## config.mk

```make
export PLATFORM = sky130hd
export DESIGN_NAME = kct_ctrl
export DESIGN_NICKNAME = d
export VERILOG_FILES = /design/src/hdl/kalman_cv_tracker_2d_assert.svh /design/src/hdl/kct_pkg.sv /design/src/hdl/kct_ctrl.sv
export SDC_FILE = /design/constraint.sdc
export NUM_CORES = 1
export LEC_CHECK = 0
export BUFFER_PORTS_ARGS = -buffer_cell sky130_fd_sc_hd__buf_2
export CORE_AREA = 4 4 41 43
export DETAILED_ROUTE_END_ITERATION = 6
export DIE_AREA = 0 0 45 47
export PLACE_DENSITY_LB_ADDON = 0.08
export SLEW_MARGIN = 15
export SYNTH_ARGS = -nofsm -noshare
export SYNTH_HDL_FRONTEND = slang
export SYNTH_SLANG_ARGS = --single-unit
```

## constraint.sdc

```tcl
create_clock -name aclk -period 1.6 [get_ports aclk]
set_clock_uncertainty 0.05 [all_clocks]
set_input_delay 0.24 -clock aclk [delete_from_list [all_inputs] [get_ports aclk]]
set_output_delay 0.24 -clock aclk [all_outputs]
set_load 0.005 [all_outputs]
```

## src/hdl/kalman_cv_tracker_2d_assert.svh

```systemverilog
// Assertion macros for the 2-D constant-velocity tracker
`ifndef KALMAN_CV_TRACKER_2D_ASSERT_SVH
`define KALMAN_CV_TRACKER_2D_ASSERT_SVH
`ifndef SYNTHESIS
`define KCT_ASSERT(label, clk, rstn, prop, msg) \
    label: assert property (@(posedge clk) disable iff (!rstn) prop) else $error(msg);
`define KCT_ASSERT_ALWAYS(label, clk, prop, msg) \
    label: assert property (@(posedge clk) prop) else $error(msg);
`else
`define KCT_ASSERT(label, clk, rstn, prop, msg)
`define KCT_ASSERT_ALWAYS(label, clk, prop, msg)
`endif
`endif

```

## src/hdl/kct_pkg.sv

```systemverilog
// Shared types and constants for the 2-D constant-velocity tracker
package kct_pkg;

    localparam int COORD_BITS = 16;
    localparam int STATE_W    = 48;
    localparam int COV_W      = 32;
    localparam int REG_W      = 28;
    localparam int FRAC_STATE = 16;
    localparam int FRAC_GAIN  = 24;
    localparam int GAIN_W     = FRAC_GAIN + 1;
    localparam int DIV_STEPS  = FRAC_GAIN;
    localparam int MUL_STEPS  = 11;
    localparam int STEP_W     = 5;
    localparam int CFG_IDX_W  = 2;

    localparam logic [CFG_IDX_W-1:0] CFG_PROCESS_NOISE = 2'd0;
    localparam logic [CFG_IDX_W-1:0] CFG_MEASURE_NOISE = 2'd1;
    localparam logic [CFG_IDX_W-1:0] CFG_INITIAL_COV   = 2'd2;

    localparam logic [REG_W-1:0] RST_PROCESS_NOISE = 28'd1678;
    localparam logic [REG_W-1:0] RST_MEASURE_NOISE = 28'd167772;
    localparam logic [REG_W-1:0] RST_INITIAL_COV   = 28'd1677722;

    typedef struct packed {
        logic signed [COORD_BITS-1:0] meas_x;
        logic signed [COORD_BITS-1:0] meas_y;
        logic                         start_of_track;
    } in_t;

    typedef struct packed {
        logic signed [COORD_BITS-1:0] pred_x;
        logic signed [COORD_BITS-1:0] pred_y;
    } out_t;

    typedef enum logic [2:0] {
        ST_IDLE,
        ST_PRED,
        ST_EMIT,
        ST_DIV,
        ST_GAIN,
        ST_MUL
    } state_t;

    typedef struct packed {
        logic              load;
        logic              pred;
        logic              emit;
        logic              div_step;
        logic              gain;
        logic              mul_step;
        logic [STEP_W-1:0] step;
    } cmd_t;

    typedef struct packed {
        logic out_free;
    } stat_t;

endpackage

```

## src/hdl/kct_ctrl.sv

```systemverilog
// Sequencer for the tracker: load, predict, emit, gain division, update multiplies
module kct_ctrl (
    input  logic           aclk,
    input  logic           aresetn,
    input  logic           s_valid,
    output logic           s_ready,
    input  kct_pkg::stat_t stat,
    output kct_pkg::cmd_t  cmd
);

    kct_pkg::state_t state_reg, state_next;
    logic [kct_pkg::STEP_W-1:0] cnt_reg, cnt_next;

    always_ff @(posedge aclk) begin
        if (!aresetn) begin
            state_reg <= kct_pkg::ST_IDLE;
            cnt_reg   <= '0;
        end else begin
            state_reg <= state_next;
            cnt_reg   <= cnt_next;
        end
    end

    always_comb begin
        state_next = state_reg;
        cnt_next   = '0;
        unique case (state_reg)
            kct_pkg::ST_IDLE: begin
                if (s_valid) state_next = kct_pkg::ST_PRED;
            end
            kct_pkg::ST_PRED: state_next = kct_pkg::ST_EMIT;
            kct_pkg::ST_EMIT: begin
                if (stat.out_free) state_next = kct_pkg::ST_DIV;
            end
            kct_pkg::ST_DIV: begin
                if (cnt_reg == kct_pkg::STEP_W'(kct_pkg::DIV_STEPS - 1)) begin
                    state_next = kct_pkg::ST_GAIN;
                end else begin
                    cnt_next = cnt_reg + 1'b1;
                end
            end
            kct_pkg::ST_GAIN: state_next = kct_pkg::ST_MUL;
            kct_pkg::ST_MUL: begin
                if (cnt_reg == kct_pkg::STEP_W'(kct_pkg::MUL_STEPS)) begin
                    state_next = kct_pkg::ST_IDLE;
                end else begin
                    cnt_next = cnt_reg + 1'b1;
                end
            end
            default: state_next = kct_pkg::ST_IDLE;
        endcase
    end

    always_comb begin
        s_ready      = (state_reg == kct_pkg::ST_IDLE);
        cmd.load     = (state_reg == kct_pkg::ST_IDLE) && s_valid;
        cmd.pred     = (state_reg == kct_pkg::ST_PRED);
        cmd.emit     = (state_reg == kct_pkg::ST_EMIT) && stat.out_free;
        cmd.div_step = (state_reg == kct_pkg::ST_DIV);
        cmd.gain     = (state_reg == kct_pkg::ST_GAIN);
        cmd.mul_step = (state_reg == kct_pkg::ST_MUL);
        cmd.step     = cnt_reg;
    end

endmodule

```

==> metrics.csv, run 1 <==
metric,value,unit
synth.most_common_cell,dfxtp_1,
track_usage,10.3,%
ctsHoldBuffers,0,
vias,432,
cp_data_required_time,1.71,ns
drive_gt1_share,30.4,%
synth_largest_area_cell,dfxtp_1,
cts.sinks,8,
cp-start-kind,register,
synth_top_area_share,34.3,%
ant_nets,0,
synthCells,54,
antenna_found_initial,0,
grt_pass1_vias,385,
cap_violations,0,
ir_drop,0.467,mV
leakagePower,0.252,nW
initialDrtViolationCount,6,
path_clk_slew,0.06,ns
fin_area,558,sq um
cts_tree,yes,
syn_to_final_growth,19.6,%
critPathSlowestCell,dfxtp_1,
clock_latency,0.25,ns
drv_slew,0,
numPortBuffers,15,
slew_headroom,80.4,%
synthTopCellsByArea,"dfxtp_1 34%, and3b_1 5.6%, nor3_1 4.3%, nand4bb_2 3.5%, buf_4 3.2%",
nNetsFinal,76,
synthDistinctLibCells,28,
syn_area,467,sq um
fin_crit,1.50,ns
clockBufferDepth,2,
routedWlPerCell,11.3,um
grt-ovfl-total,0,
gp_congestion,0.686,
hp-class,input pin to register,
hold_viol,0,
fp.coreArea,1300,sq um
largest_register_ffs,5,
placed_area,534,sq um
ys.flop_type,dfxtp_1,
ys_ff_latch,8,
die_area,2120,sq um
die_width,45,um
grt_pass1_wl,1630,um
worstPathCellList,"ha_1, nand4b_1, or3_1, a21boi_1",
rr_startpoint,cnt_reg[0],
status,completed,
synth-seq-area-share,34.3,%
wl,949,um
ys_top_cells_by_count,"8 x dfxtp_1, 4 x nand2_1, 4 x nor3_1",
synth.avg_cell_area,8.64,sq um
cp.arrival,1.61,ns
vias_per_cell,5.14,
setup_violations,0,
finalPower,0.000437,W
start_util,35.9,%
crit_fanout,5,
synth-edff-count,0,
fin_util,42.9,%
slowest_delay,0.37,ns
grt_max_degree,13,
worst_setup_path_end_kind,register,
dp_hpwl,727,um
syn_nets,59,
yosys_warnings,0,
die_h,47,um
setup.worst_path.start,cnt_reg[0],
ios,16,
n_antenna_cell,0,
criticalPathCategory,register to register,
post-route-period-util,93.4,%
row_count,13,
clock-root-buffer,clkbuf_4,
cts_buffers,3,
pwr_density_cell,782,nW/um^2
synthArstFlopShare,0,%
cts_max_level,1,
first_pass_iters,4,
tightest_slew,0.293,ns
drcViolationCount,0,
hold_start,aresetn,
fmax,669,MHz
==> area by class of cell <==
| class | count | area [sq um] |
|---|---|---|
| Timing Repair Buffer | 15 | 75.1 |
| Inverter | 3 | 11.3 |
| Clock buffer | 3 | 22.5 |
| Fill cell | 138 | 743 |
| Multi-Input combinational cell | 40 | 269 |
| Sequential cell | 8 | 161 |
| Tap cell | 15 | 18.8 |
==> per-layer routing <==
layer | up-vias | track usage (%) | wire length, um
met1 | 193 | 14.6 | 482
li1 | 222 | - | -
met2 | 15 | 15.3 | 396
met3 | 2 | 2.30 | 60
met5 | - | 0 | 0
met4 | 0 | 3.51 | 10
==> power breakdown <==
group / switching (W) / internal (W) / leakage (nW)
Combinational: 0.0000323 / 0.0000318 / 0.173
Sequential: 0.0000141 / 0.000207 / 0.0655
Clock: 0.0000658 / 0.0000857 / 0.0138
Total: 0.000112 / 0.000324 / 0.252
==> worst paths after layout <==
path             endpoint  slack, ns  cells past startpoint
max          state_reg[2]       0.10                      4
min            cnt_reg[2]       0.22                      3
max reg2reg  state_reg[2]       0.10                      4
min reg2reg    cnt_reg[0]       0.43                      1
==> kinds of logic (layout without fill, tap and decap cells) <==
| kind of cell | count (synthesis) | count (layout) | synth area share, % |
|---|---|---|---|
| fa+ha+maj | 1 | 1 | 2.68 |
| simple gates | 27 | 27 | 36.2 |
| xor+xnor | 2 | 2 | 3.75 |
| flops | 8 | 8 | 34.3 |
| compound gates | 10 | 10 | 15.0 |
| buf+inv | 6 | 21 | 8.04 |
==> worst max-delay path: cells and delay by family (launching register included) <==
| kind | cells | cell delay (ns) |
|---|---|---|
| compound gates | 1 | 0.14 |
| fa+ha+maj | 1 | 0.27 |
| flops | 1 | 0.37 |
| simple gates | 2 | 0.58 |
==> what timing repair did <==
item,4_1_cts,5_1_grt
setup buffers,0,0
endpoints found under the setup margin,0,1
gates resized for setup,0,1
==> placed cells by master (no fill, tap or decap) <==
| master | count |
|---|---|
| nand2b_1 | 1 |
| a21oi_1 | 2 |
| a31oi_1 | 1 |
| ha_1 | 1 |
| xor2_1 | 1 |
| dfxtp_1 | 7 |
| nor3_1 | 4 |
| a221oi_1 | 1 |
| buf_2 | 15 |
| nand4b_1 | 1 |
| o211ai_1 | 1 |
| or3_1 | 2 |
| nand4bb_2 | 1 |
| nor3b_1 | 2 |
| nand3_1 | 2 |
| a21boi_1 | 1 |
| nor4b_1 | 1 |
| nor2b_1 | 1 |
| dfxtp_2 | 1 |
| clkbuf_4 | 3 |
| a22oi_2 | 1 |
| and3b_1 | 3 |
| xnor2_1 | 1 |
| nor2_1 | 3 |
| nand2_1 | 4 |
| a211oi_1 | 1 |
| o21ai_0 | 2 |
| inv_1 | 3 |
| and2_1 | 2 |
==> through the flow <==
| stage | cells | TNS, ns | setup WS (ns) | hold WS, ns |
|---|---|---|---|---|
| 2_1_floorplan | 54 | 0 | 0.244 | 0.304 |
| 3_3_place_gp | 81 | 0 | 0.152 | 0.415 |
| 3_5_place_dp | 81 | 0 | 0.147 | 0.430 |
| 6_report | 84 | 0 | 0.105 | 0.219 |
| 4_1_cts | 84 | 0 | 0.0874 | 0.210 |
| 5_1_grt | 84 | -0.000495 | -0.000495 | 0.224 |
Power figures use the tool's default switching activity.
==> run 2: changes to the inputs <==
- clock period: 1.6 -> 1.8 ns (I/O delays scaled with it)
==> run 2 against run 1 <==
Compared with the run above: clock-buffer cell count is the same; core utilization shrank 0.096 points; design area shrank 0.22%; combinational power shrank 11%; clock power shrank 8%; register-to-register slack gained 0.23 ns; hold slack gained 0.028 ns; via count shrank 0.46%; critical path depth shrank 2; final cell count is the same; flip-flop and latch count is the same; critical endpoint is now cmd[5].
==> metrics.csv, run 2 (synthesis gave the netlist of run 1 again) <==
metric,value,unit
status,completed,
cts_resized,0,
grt_max_degree,13,
cp.depth,2,
routedWlPerCell,11.8,um
setup.worst_path.start,state_reg[2],
placed_cells,81,
cts_max_level,1,
hold_viol,0,
final_cell_mix,"15 x buf_2, 8 x dfxtp_1, 4 x nor3_1, 4 x nand2_1",
dp_hpwl,751,um
leakagePower,0.252,nW
antenna_found_initial,0,
path_clk_slew,0.05,ns
ctsHoldBuffers,0,
grt_setup_unrepaired,false,
fmax,657,MHz
slowest_delay,0.50,ns
n_antenna_cell,0,
post-route-period-util,84.6,%
cts.sinks,8,
worst_setup_path_end_kind,output pin,
grt_pass1_vias,419,
clock_latency,0.26,ns
vias_per_cell,5.12,
reg2regPathDepth,4,
final_cells,84,
syn_to_final_growth,19.3,%
post_cts_buffers,0,
slew_headroom,79.0,%
worstHoldPathCells,3,
first_pass_iters,2,
final_common_cell,buf_2,
setup_tns,0,ns
die_h,47,um
criticalPathCategory,register to output pin,
fillerInstances,148,
setup_violations,0,
row_count,13,
cts_tree,yes,
fin_crit,1.52,ns
critPathSlowestCell,dfxtp_1,
ant_nets,0,
pwr_density_cell,704,nW/um^2
worstPathCellList,"and3b_1, buf_2",
hp-class,input pin to register,
cap_violations,0,
vias,430,
placed_area,534,sq um
fp.coreArea,1300,sq um
holdWs,0.247,ns
cp_top_family,flip-flops,
rr_endpoint,state_reg[2],
cp_data_required_time,1.48,ns
rrSetupSlack,0.33,ns
die_width,45,um
drive_gt1_share,29.0,%
numPortBuffers,15,
ir_drop,0.272,mV
finalPower,0.000392,W
track_usage,11.3,%
cp-start-kind,register,
start_util,35.9,%
grt_pass1_wl,1680,um
largest_register_ffs,5,
ios,16,
tightest_slew,0.314,ns
crit_fanout,12,
wl,988,um
initialDrtViolationCount,1,
cp.arrival,1.20,ns
nNetsFinal,76,
gp_congestion,0.687,
cts_buffers,3,
drcViolationCount,0,
cp-endpoint,cmd[5],
fin_area,557,sq um
clockBufferDepth,2,
rr_startpoint,cnt_reg[0],
grt-ovfl-total,0,
critPathBufInv,1,
clock-root-buffer,clkbuf_4,
drv_slew,0,
die_area,2120,sq um
[run 2: changes by cell type in the layout (fill, tap and decap cells not counted)]
cell     before  now
dfxtp_1       7    8
dfxtp_2       1    0
[run 2: how the worst min path moves through the flow]
stage	startpoint	end	slack (ns)
after detailed placement	cnt_reg[0]	cnt_reg[0]	0.43
final	aresetn	cnt_reg[2]	0.25
after global placement	cnt_reg[0]	cnt_reg[0]	0.41
after CTS	aresetn	cnt_reg[2]	0.24
after global routing	aresetn	cnt_reg[2]	0.24
after floorplan	aresetn	cnt_reg[2]	0.33
[run 2: stage by stage]
stage	worst slack, ns	utilization (%)
global placement	0.352	41.1
finish	0.277	42.8
floorplan	0.444	-
detailed placement	0.337	41.1
global route	0.168	42.8
CTS	0.249	42.8
[run 2: power by group]
part	switching [W]	leakage, nW	internal [W]
clock	0.0000627	0.0138	0.0000764
sequential	0.0000119	0.0650	0.000184
combinational	0.0000290	0.173	0.0000282
[run 2: worst reg2reg max path, cell delays in order, from the launching register on]
cell and delay, ns:
dfxtp_1 0.37, ha_1 0.29, nand4b_1 0.22, or3_1 0.35, a21boi_1 0.12
[run 2: final cells by class]
class,instances,area [sq um],area share [%]
inverters,3,11.3,2.02
clock buffers,3,22.5,4.04
multi-input cells,40,269,48.3
well taps,15,18.8,3.37
repair buffers,15,75.1,13.5
flip-flops and latches,8,160,28.8
[run 2: routing by layer]
layer | track usage [%] | up-vias | routed length (um)
met4 | 10.5 | 0 | 35
met1 | 13.0 | 188 | 470
met5 | 0 | - | 0
met3 | 2.68 | 5 | 73
met2 | 17.2 | 14 | 408
li1 | - | 223 | -
